$ cat config.mk
export PLATFORM = sky130hd
export DESIGN_NAME = deadline_timer_queue_core
export DESIGN_NICKNAME = d
export VERILOG_FILES = /design/src/sv/tdq_pkg.sv /design/src/sv/tdq_mem.sv /design/src/sv/tdq_obuf.sv /design/src/sv/deadline_timer_queue_core.sv
export SDC_FILE = /design/constraint.sdc
export NUM_CORES = 1
export LEC_CHECK = 0
export BUFFER_PORTS_ARGS = -buffer_cell sky130_fd_sc_hd__buf_2
export CORE_UTILIZATION = 45
export DETAILED_ROUTE_END_ITERATION = 10
export PLACE_DENSITY = 0.62
export SLEW_MARGIN = 20
export SYNTH_ARGS = -nofsm -noshare
export SYNTH_HDL_FRONTEND = slang
export SYNTH_SLANG_ARGS = --single-unit
$ cat constraint.sdc
create_clock -name aclk -period 7.4 [get_ports aclk]
set_clock_uncertainty 0.1 [all_clocks]
set_input_delay 1.11 -clock aclk [delete_from_list [all_inputs] [get_ports aclk]]
set_output_delay 1.11 -clock aclk [all_outputs]
set_load 0.01 [all_outputs]
$ cat src/sv/tdq_pkg.sv
// Shared types and constants for the deadline timer queue.
package tdq_pkg;

    localparam int ID_W        = 8;
    localparam int TIMEOUT_W   = 16;
    localparam int MAX_RESULTS = 16;
    localparam int FIRE_W      = $clog2(MAX_RESULTS + 1);

    // Input command codes
    localparam logic CMD_SCHEDULE = 1'b0;
    localparam logic CMD_TICK     = 1'b1;

    // Result status codes
    localparam logic STATUS_FIRED  = 1'b0;
    localparam logic STATUS_REJECT = 1'b1;

    // One result word
    typedef struct packed {
        logic [ID_W-1:0] fired_id;
        logic            status;
        logic            last;
    } res_word_t;

endpackage

$ cat src/sv/tdq_mem.sv
// Entry table: simple dual-port synchronous RAM with a registered read port.
module tdq_mem #(
    parameter int DEPTH  = 16,
    parameter int DATA_W = 40
) (
    input  logic                     aclk,
    input  logic                     wr_en,
    input  logic [$clog2(DEPTH)-1:0] wr_addr,
    input  logic [DATA_W-1:0]        wr_data,
    input  logic                     rd_en,
    input  logic [$clog2(DEPTH)-1:0] rd_addr,
    output logic [DATA_W-1:0]        rd_data
);

    logic [DATA_W-1:0] mem [DEPTH];
    logic [DATA_W-1:0] rd_data_reg;

    // write port
    always_ff @(posedge aclk) begin
        if (wr_en) begin
            mem[wr_addr] <= wr_data;
        end
    end

    // read port; data holds until the next read
    always_ff @(posedge aclk) begin
        if (rd_en) begin
            rd_data_reg <= mem[rd_addr];
        end
    end

    assign rd_data = rd_data_reg;

endmodule

$ cat src/sv/tdq_obuf.sv
// Output register stage for result words.
module tdq_obuf (
    input  logic               aclk,
    input  logic               aresetn,
    input  logic               in_valid,
    output logic               in_ready,
    input  tdq_pkg::res_word_t in_word,
    output logic               m_valid,
    input  logic               m_ready,
    output tdq_pkg::res_word_t out_word
);

    logic               valid_reg;
    logic               valid_next;
    tdq_pkg::res_word_t word_reg;

    // free when empty or being drained this cycle
    assign in_ready = !valid_reg || m_ready;

    always_comb begin
        valid_next = valid_reg;
        if (in_ready) begin
            valid_next = in_valid;
        end
    end

    always_ff @(posedge aclk) begin
        if (!aresetn) begin
            valid_reg <= 1'b0;
        end else begin
            valid_reg <= valid_next;
        end
    end

    always_ff @(posedge aclk) begin
        if (in_ready && in_valid) begin
            word_reg <= in_word;
        end
    end

    assign m_valid  = valid_reg;
    assign out_word = word_reg;

endmodule

$ cat src/sv/deadline_timer_queue_core.sv
// Schedule: written directly into an empty table, appended at the tail after scanning every entry,
//   else scanned, the tail shifted up and the entry placed via the single RAM ports; full: reject.
// Tick: advances time, then one table read per examined entry, one per cycle;
//   fired words leave one per cycle, each held until the next due entry or the flush;
//   output stalls hold the scan.
// Reset (aresetn, synchronous, active low) clears time, head, fill count and control only.
module deadline_timer_queue_core #(
    parameter int TABLE_DEPTH = 16,
    parameter int TIME_BITS   = 32
) (
    input  logic                         aclk,
    input  logic                         aresetn,
    input  logic                         s_valid,
    output logic                         s_ready,
    input  logic                         s_cmd,
    input  logic [tdq_pkg::ID_W-1:0]      s_task_id,
    input  logic [tdq_pkg::TIMEOUT_W-1:0] s_timeout,
    output logic                         m_valid,
    input  logic                         m_ready,
    output logic [tdq_pkg::ID_W-1:0]      m_fired_id,
    output logic                         m_status,
    output logic                         m_last
);

    localparam int IDX_W = $clog2(TABLE_DEPTH);
    localparam int CNT_W = $clog2(TABLE_DEPTH + 1);
    localparam int SUM_W = IDX_W + 1;
    localparam int ENT_W = TIME_BITS + tdq_pkg::ID_W;

    typedef enum logic [5:0] {
        ST_IDLE  = 6'b000001,
        ST_SCAN  = 6'b000010,
        ST_SHIFT = 6'b000100,
        ST_PLACE = 6'b001000,
        ST_TCHK  = 6'b010000,
        ST_FLUSH = 6'b100000
    } state_t;

    state_t                          state_reg, state_next;
    logic [TIME_BITS-1:0]            now_reg, now_next;
    logic [IDX_W-1:0]                head_reg, head_next;
    logic [CNT_W-1:0]                count_reg, count_next;
    logic [CNT_W-1:0]                k_reg, k_next;
    logic [CNT_W-1:0]                pos_reg, pos_next;
    logic [tdq_pkg::ID_W-1:0]        id_reg, id_next;
    logic [tdq_pkg::TIMEOUT_W-1:0]   timeout_reg, timeout_next;
    logic [TIME_BITS-1:0]            dl_reg, dl_next;
    logic [tdq_pkg::FIRE_W-1:0]      fired_reg, fired_next;
    logic                            hold_valid_reg, hold_valid_next;
    logic [tdq_pkg::ID_W-1:0]        hold_id_reg, hold_id_next;
    logic                            hold_status_reg, hold_status_next;

    logic                            mem_we;
    logic [IDX_W-1:0]                mem_waddr;
    logic [ENT_W-1:0]                mem_wdata;
    logic                            mem_re;
    logic [IDX_W-1:0]                mem_raddr;
    logic [ENT_W-1:0]                mem_rdata;

    logic                            push_valid;
    logic                            push_ready;
    tdq_pkg::res_word_t              push_word;
    tdq_pkg::res_word_t              out_word;

    logic [TIME_BITS-1:0]            rd_deadline;
    logic [tdq_pkg::ID_W-1:0]        rd_handle;
    logic [TIME_BITS-1:0]            diff;
    logic                            go_after;
    logic                            due;
    logic [TIME_BITS-1:0]            new_dl;

    // logical offset from head to RAM address, wrapping at TABLE_DEPTH
    function automatic logic [IDX_W-1:0] phys_idx(input logic [IDX_W-1:0] base,
                                                  input logic [CNT_W-1:0] off);
        logic [SUM_W-1:0] sum;
        sum = SUM_W'(base) + SUM_W'(off);
        if (sum >= SUM_W'(TABLE_DEPTH)) begin
            sum = sum - SUM_W'(TABLE_DEPTH);
        end
        return sum[IDX_W-1:0];
    endfunction

    tdq_mem #(
        .DEPTH  (TABLE_DEPTH),
        .DATA_W (ENT_W)
    ) u_mem (
        .aclk    (aclk),
        .wr_en   (mem_we),
        .wr_addr (mem_waddr),
        .wr_data (mem_wdata),
        .rd_en   (mem_re),
        .rd_addr (mem_raddr),
        .rd_data (mem_rdata)
    );

    tdq_obuf u_obuf (
        .aclk     (aclk),
        .aresetn  (aresetn),
        .in_valid (push_valid),
        .in_ready (push_ready),
        .in_word  (push_word),
        .m_valid  (m_valid),
        .m_ready  (m_ready),
        .out_word (out_word)
    );

    assign m_fired_id = out_word.fired_id;
    assign m_status   = out_word.status;
    assign m_last     = out_word.last;

    // compare read entry against current time
    assign rd_deadline = mem_rdata[ENT_W-1:tdq_pkg::ID_W];
    assign rd_handle   = mem_rdata[tdq_pkg::ID_W-1:0];
    assign diff        = rd_deadline - now_reg;
    assign go_after    = diff[TIME_BITS-1] || (diff <= TIME_BITS'(timeout_reg));
    assign due         = (diff == '0) || diff[TIME_BITS-1];
    assign new_dl      = now_reg + TIME_BITS'(s_timeout);

    assign s_ready = (state_reg == ST_IDLE);

    // sequencer
    always_comb begin
        state_next       = state_reg;
        now_next         = now_reg;
        head_next        = head_reg;
        count_next       = count_reg;
        k_next           = k_reg;
        pos_next         = pos_reg;
        id_next          = id_reg;
        timeout_next     = timeout_reg;
        dl_next          = dl_reg;
        fired_next       = fired_reg;
        hold_valid_next  = hold_valid_reg;
        hold_id_next     = hold_id_reg;
        hold_status_next = hold_status_reg;
        mem_we           = 1'b0;
        mem_waddr        = head_reg;
        mem_wdata        = {dl_reg, id_reg};
        mem_re           = 1'b0;
        mem_raddr        = head_reg;
        push_valid       = 1'b0;
        push_word        = '{fired_id: hold_id_reg, status: hold_status_reg, last: 1'b0};

        unique case (state_reg)
            ST_IDLE: begin
                if (s_valid) begin
                    if (s_cmd == tdq_pkg::CMD_TICK) begin
                        now_next = now_reg + TIME_BITS'(1);
                        if (count_reg != '0) begin
                            mem_re     = 1'b1;
                            mem_raddr  = head_reg;
                            fired_next = '0;
                            state_next = ST_TCHK;
                        end
                    end else if (count_reg == CNT_W'(TABLE_DEPTH)) begin
                        // table full: reject
                        hold_valid_next  = 1'b1;
                        hold_id_next     = s_task_id;
                        hold_status_next = tdq_pkg::STATUS_REJECT;
                        state_next       = ST_FLUSH;
                    end else if (count_reg == '0) begin
                        mem_we     = 1'b1;
                        mem_waddr  = head_reg;
                        mem_wdata  = {new_dl, s_task_id};
                        count_next = count_reg + CNT_W'(1);
                    end else begin
                        id_next      = s_task_id;
                        timeout_next = s_timeout;
                        dl_next      = new_dl;
                        k_next       = '0;
                        mem_re       = 1'b1;
                        mem_raddr    = head_reg;
                        state_next   = ST_SCAN;
                    end
                end
            end
            ST_SCAN: begin
                if (go_after) begin
                    if (k_reg + CNT_W'(1) == count_reg) begin
                        // goes behind every entry: append
                        mem_we     = 1'b1;
                        mem_waddr  = phys_idx(head_reg, count_reg);
                        count_next = count_reg + CNT_W'(1);
                        state_next = ST_IDLE;
                    end else begin
                        k_next    = k_reg + CNT_W'(1);
                        mem_re    = 1'b1;
                        mem_raddr = phys_idx(head_reg, k_reg + CNT_W'(1));
                    end
                end else begin
                    // insertion point found; shift tail up from the back
                    pos_next   = k_reg;
                    k_next     = count_reg;
                    mem_re     = 1'b1;
                    mem_raddr  = phys_idx(head_reg, count_reg - CNT_W'(1));
                    state_next = ST_SHIFT;
                end
            end
            ST_SHIFT: begin
                mem_we    = 1'b1;
                mem_waddr = phys_idx(head_reg, k_reg);
                mem_wdata = mem_rdata;
                if (k_reg - CNT_W'(1) == pos_reg) begin
                    state_next = ST_PLACE;
                end else begin
                    mem_re    = 1'b1;
                    mem_raddr = phys_idx(head_reg, k_reg - CNT_W'(2));
                    k_next    = k_reg - CNT_W'(1);
                end
            end
            ST_PLACE: begin
                mem_we     = 1'b1;
                mem_waddr  = phys_idx(head_reg, pos_reg);
                count_next = count_reg + CNT_W'(1);
                state_next = ST_IDLE;
            end
            ST_TCHK: begin
                if (due) begin
                    // previous held word is not last; stall until it can leave
                    if (!hold_valid_reg || push_ready) begin
                        push_valid       = hold_valid_reg;
                        hold_valid_next  = 1'b1;
                        hold_id_next     = rd_handle;
                        hold_status_next = tdq_pkg::STATUS_FIRED;
                        head_next        = phys_idx(head_reg, CNT_W'(1));
                        count_next       = count_reg - CNT_W'(1);
                        fired_next       = fired_reg + tdq_pkg::FIRE_W'(1);
                        if (count_reg == CNT_W'(1) ||
                            fired_reg + tdq_pkg::FIRE_W'(1) ==
                            tdq_pkg::FIRE_W'(tdq_pkg::MAX_RESULTS)) begin
                            state_next = ST_FLUSH;
                        end else begin
                            mem_re    = 1'b1;
                            mem_raddr = phys_idx(head_reg, CNT_W'(1));
                        end
                    end
                end else if (hold_valid_reg) begin
                    state_next = ST_FLUSH;
                end else begin
                    state_next = ST_IDLE;
                end
            end
            ST_FLUSH: begin
                push_valid     = 1'b1;
                push_word.last = 1'b1;
                if (push_ready) begin
                    hold_valid_next = 1'b0;
                    state_next      = ST_IDLE;
                end
            end
            default: begin
                state_next = ST_IDLE;
            end
        endcase
    end

    // control registers
    always_ff @(posedge aclk) begin
        if (!aresetn) begin
            state_reg      <= ST_IDLE;
            now_reg        <= '0;
            head_reg       <= '0;
            count_reg      <= '0;
            hold_valid_reg <= 1'b0;
        end else begin
            state_reg      <= state_next;
            now_reg        <= now_next;
            head_reg       <= head_next;
            count_reg      <= count_next;
            hold_valid_reg <= hold_valid_next;
        end
    end

    // working registers
    always_ff @(posedge aclk) begin
        k_reg           <= k_next;
        pos_reg         <= pos_next;
        id_reg          <= id_next;
        timeout_reg     <= timeout_next;
        dl_reg          <= dl_next;
        fired_reg       <= fired_next;
        hold_id_reg     <= hold_id_next;
        hold_status_reg <= hold_status_next;
    end

    // checks
    a_count_bound: assert property (@(posedge aclk) disable iff (!aresetn)
        count_reg <= CNT_W'(TABLE_DEPTH))
        else $error("fill count beyond table depth");

    a_flush_has_word: assert property (@(posedge aclk) disable iff (!aresetn)
        state_reg == ST_FLUSH |-> hold_valid_reg)
        else $error("flush without a held word");

    a_reject_full: assert property (@(posedge aclk) disable iff (!aresetn)
        (s_valid && s_ready && s_cmd == tdq_pkg::CMD_SCHEDULE &&
         count_reg == CNT_W'(TABLE_DEPTH))
        |=> (state_reg == ST_FLUSH && hold_status_reg == tdq_pkg::STATUS_REJECT))
        else $error("full-table schedule not rejected");

    a_fire_limit: assert property (@(posedge aclk) disable iff (!aresetn)
        state_reg == ST_TCHK |->
        fired_reg < tdq_pkg::FIRE_W'(tdq_pkg::MAX_RESULTS))
        else $error("tick examined past the result limit");

    a_shift_order: assert property (@(posedge aclk) disable iff (!aresetn)
        state_reg == ST_SHIFT |-> k_reg > pos_reg)
        else $error("shift index below insertion point");

endmodule

# After elaboration in Yosys (flattened, before gate mapping)
# Memory sizes are Yosys's and may differ from the RTL's. A register that Yosys moved wholly into a read port is not among the register bits.
# Index checks and enable logic that the tools add are counted.
# classes
eq_ne,32
magnitude_cmp,8
mux,100
add_sub_neg,23
n_reduce_logical,26
bitwise,4
# op_table
cell,count
2-to-1 mux 40 bit,4
2-to-1 mux 5 bit,20
one-hot mux 40 bit (2 select lines),1
2-to-1 mux 6 bit,13
2-to-1 mux 4 bit,15
2-to-1 mux 8 bit,5
>= comparator 5 bit (second input constant),7
adder 32 x 1 -> 32 bit (second input constant),1
adder 32 x 16 -> 32 bit,1
<= comparator 32 x 16 -> 1 bit,1
logical NOT 32 bit,1
subtractor 32 bit,1
adder 4 x 5 -> 5 bit,6
2-to-1 mux 1 bit,30
one-hot mux 6 bit (5 select lines),1
subtractor 4 x 1 -> 4 bit (second input constant),7
one-hot mux 4 bit (3 select lines),2
!= test 2 bit (second input constant),11
one-hot mux 5 bit (4 select lines),1
one-hot mux 8 bit (2 select lines),1
adder 5 x 1 -> 5 bit (second input constant),3
one-hot mux 5 bit (3 select lines),1
AND reduction 7 bit,2
!= test 3 bit (second input constant),4
other kinds (35),54
# totals
regBits,139
elab_cells,211
out_inout_bits,12
ram_bits,640
memories,1
# memory_table
name,depth,width,rd,rd_clocked_by_memory_dff,wr,line_no,text
u_mem.mem,16,40,1,1,1,tdq_mem.sv:15,logic [DATA_W-1:0] mem [DEPTH];

# Longest topological paths before layout
# depth
depth_word,8
mapped_depth,25

# Hierarchy
# Synthesis repeated with hierarchy kept, for this count alone.
# unflattened
cells_unflattened,2263
area_unflattened_um2,36314.8
# by_module_without_submodules
mod,seq_area_each_um2,cells_each,n_inst,area_per_inst_um2
tdq_mem,20419.6,1040,1,25530.7
deadline_timer_queue_core,3363.2,1208,1,10426.2
tdq_obuf,320.3,15,1,357.8

# Least setup slack after synthesis
# OpenSTA, ideal clock, no wires.
# synth_path
path_kind,reg-to-reg
start,reg now_reg[0]
end,mem u_mem.mem[13][0] (enable)
required_ns,6.863
t_arrival_ns,6.152
path_slack_ns,0.711
stages_incl_launch_ff,22
path_cell_list,dfxtp_1 -> ha_1 -> fa_1 -> nor2b_1 -> o2111ai_1 -> a21oi_1 -> a21o_1 -> a311oi_1 -> ha_1 -> a21o_1 -> a21o_1 -> a21oi_1 -> o21ai_0 -> a2111oi_0 -> nor3_1 -> nand4b_1 -> nand2_1 -> buf_2 -> nand3_1 -> o311a_1 -> nand2b_1 -> nor2_1
# synth_via
elab_chain_len,7
elab_cells_between_ends,9
# synth_rtl
item,line_no,text
from (decl),deadline_timer_queue_core.sv:40,"logic [TIME_BITS-1:0] now_reg, now_next;"
from (signal assigned),deadline_timer_queue_core.sv:267,now_reg <= now_next;
subtractor 32 bit *,deadline_timer_queue_core.sv:114,assign diff = rd_deadline - now_reg;
<= comparator 32 x 16 -> 1 bit,deadline_timer_queue_core.sv:115,assign go_after = diff[TIME_BITS-1] || (diff <= TIME_BITS'(timeout_reg));
logical OR 1 bit *,deadline_timer_queue_core.sv:115,
2-to-1 mux 1 bit,deadline_timer_queue_core.sv:178,if (go_after) begin
one-hot mux 1 bit (3 select lines),deadline_timer_queue_core.sv:144,unique case (state_reg)
2-to-1 mux 1 bit,tdq_mem.sv:20,if (wr_en) begin
2-to-1 mux 1 bit (not written as such),tdq_mem.sv:21,mem[wr_addr] <= wr_data;
to (decl),tdq_mem.sv:15,
# Every way passes the cells marked *; elsewhere a longest branch is shown, timed or not.

# Worst setup path after layout
# layout_path
start,reg now_reg[0]
end,"reg u_mem.rd_data_reg[20], in the netlist u_mem.rd_data[20] (read register of u_mem.mem) (data pin)"
# layout_via
elab_chain_len,5
elab_cells_between_ends,11
# layout_rtl
item,line_no,text
subtractor 32 bit *,deadline_timer_queue_core.sv:114,
<= comparator 32 x 16 -> 1 bit or logical NOT 32 bit (tied branches),"deadline_timer_queue_core.sv:115, deadline_timer_queue_core.sv:116",
logical OR 1 bit (on tied branches),"deadline_timer_queue_core.sv:115, deadline_timer_queue_core.sv:116",
2-to-1 mux 1 bit (tied with other cells),deadline_timer_queue_core.sv:178,
one-hot mux 1 bit (4 select lines) or one-hot mux 4 bit (3 select lines) (tied branches),deadline_timer_queue_core.sv:144,
to (decl),tdq_mem.sv:16,logic [DATA_W-1:0] rd_data_reg;
# Marked as above.
# A chain may end at the register's enable or synchronous reset.

==> run metrics <==
outcome complete, no violations; RSZ-0062 raised after global routing no; Starting Density 45.7%; Distinct cells, synth 78; final wirelength 94800 um; Final Cycle Share 95.1%; Worst-Skew Late Latency 0.65 ns; sequential cell area 24100 um2; Place WS 0.551 ns; Crit Path Max Fanout 45; minimum clock period 7.04 ns; FILL cells 6970; FP Rows 106; Clock Sinks 819; setup TNS 0 ns; total track usage 22.1%; Seq cells post-synth 819; leading cell type in the layout, fill and taps excluded edfxtp_1; reg-to-reg slack, setup 0.36 ns; vias in the first global route 22500; setup violators final 0; Hold Crit Start hold_id_reg[3]$_DFFE_PP_; CTS Hold Bufs 0; CTS tree done; nets 2829; detailed-route DRC error count 0; largest net degree at the start of global routing 73; RR Startpoint now_reg[0]$_SDFFE_PN0P_; post-synthesis sequential area ratio 62.8%; Die H 294 um; syn_area_per_cell 14.6 um2; Cells after Synth 2636; Inst Count DP 3750; setup ws final 0.362 ns; antenna viol nets, final 0; design area 42700 um2; Detail Placement HPWL 56900 um; Main synth FF type edfxtp_1; CP Capture Type register; share of layout cells above drive strength 1 9.47%; clock buffer depth 3; Via Count 22200; Synth top area share 60.3%; Slew Viols, Final 0; final total power 11.9 mW; worst endpoint data arrival time 7.26 ns; most frequent cells in the layout 770 x edfxtp_1, 610 x mux2i_1, 176 x nand2_1; routed vias/inst 5.68; wire per inst 24.2 um; Ys Warns 0; CTS H-tree depth 3; Root Buffer clkbuf_16; top post-synthesis cells by area edfxtp_1 60%, mux2i_1 16%, ha_1 2.9%, dfxtp_1 2.6%, xnor2_1 1.8%; max reg flops 640; worst hold path type reg2reg; worst rel slew slack 36.1%; I/O Buffers 40; Post-CTS Resized 0; VDD IR max 0.177 mV; actual slew at the worst max-slew pin 0.959 ns; GPL Wtd Cong 0.906; Non-Filler Instances 3910; Worst-path clk slew 0.06 ns; area of the multi-input gates 13100 um2; global-route wire length before repair 143000 um; Die X 294 um; fraction of registers with async set/reset 0%; First-pass DRT Iterations 5; full die area 86400 um2; final hold slack 0.318 ns; postcts setup bufs 0; final hold vios 0; CP Launch Point now_reg[0]$_SDFFE_PN0P_; post-synth top area cell edfxtp_1; core area 84000 um2; CP Class reg2reg; DRT iter0 DRCs 1751; Worst EP required 7.62 ns; Area growth syn-to-layout 11.3%; Syn Nets 2760; Post-DP Area 39900 um2; max cap viols 0; # diodes 0; PwrDens 279 nW/um2; IO Pins 41; Post-Syn Area 38400 um2; GRT overflow 0; post-layout util 50.8%; Post-synth EDFFs 770; critical path launch point type register; f_max 0.142 GHz; Lkg Pwr 13.7 nW; initial antenna violation count 2; number of buffers created by CTS 87
## where the power goes
group          internal, mW  leakage, nW  switching, mW
logic                 0.661         5.02           1.38
registers              5.54         7.36          0.128
clock network          2.42         1.34           1.79
total                  8.62         13.7           3.30
## area by class of cell
type                       count  share of cell area, %
sequential                   819                   56.5
tap                         1134                   3.32
clock buffer                 101                   5.22
inverter                      80                  0.703
clock inverter                59                   1.20
timing repair buffer          95                   2.37
multi-input combinational   1622                   30.7
## per-layer routing
| layer | wire, um | part of all wire [%] | track usage [%] | vias up |
|---|---|---|---|---|
| li1 | - | - | - | 10200 |
| met1 | 43500 | 46 | 31.5 | 11300 |
| met2 | 44100 | 47 | 35.7 | 638 |
| met3 | 5060 | 5.3 | 2.87 | 132 |
| met4 | 2060 | 2.2 | 5.87 | 0 |
| met5 | 0 | 0 | 0 | - |
## Yosys cell counts (5+ instances only)
library cell and number:
o211a_1 5, nand4_1 19, and2_1 43, inv_1 79, nor3_1 37, a21o_1 31, or4_1 5, a211oi_1 13
nand2_1 176, buf_2 17, a21oi_1 72, clkbuf_1 39, mux2i_1 610, nor4_1 10, a22o_1 8, o211ai_1 8
buf_12 33, a22oi_1 30, nor3b_1 5, o2111ai_1 6, nand3_1 37, xnor2_1 80, a31oi_1 5, buf_4 17
fa_1 7, o22ai_1 8, or3_1 14, nor4b_1 5, o21ai_0 43, nand3b_1 5, and3_1 10, nor2_1 86
nor2b_1 9, xor2_1 40, o31ai_1 7, a2111oi_0 6, edfxtp_1 770, o21a_1 14, o21bai_1 8, or2_2 9
ha_1 88, dfxtp_1 49, nand2b_1 12
## final timing paths
kind,end,cells after the start
setup / recovery,u_mem.rd_data[20]$_DFFE_PP_,22
hold / removal,u_obuf.out_word[5]$_DFFE_PP_,0
setup reg to reg,u_mem.rd_data[20]$_DFFE_PP_,22
hold reg to reg,u_obuf.out_word[5]$_DFFE_PP_,0
## kinds of logic after synthesis
kind of cell	Yosys count	share of synthesized area (%)
flip-flops	819	62.8
multiplexers	613	16.0
AND/OR/NAND/NOR	495	6.29
AO/OA/AOI/OAI	299	5.32
buffers and inverters	195	3.59
XOR/XNOR	120	2.74
adder cells (fa/ha/maj)	95	3.24
## worst max-delay path, stage by stage, from the launching register on
cell	delay (ns)
dfxtp_1	0.37
ha_1	0.25
fa_1	0.41
nor2b_1	0.21
o2111ai_1	0.30
a21oi_1	0.49
a21o_1	0.25
xor2_1	0.24
ha_1	0.28
a21o_1	0.16
a21oi_1	0.17
o21ai_0	0.12
a2111oi_0	0.47
nor3_1	0.18
nand4b_1	0.36
a31o_1	0.34
o2111ai_4	0.56
buf_12	0.38
buf_12	0.28
mux2i_1	0.24
mux2i_1	0.10
mux2i_1	0.17
mux2i_1	0.20
(Power assumes the default switching activity.)
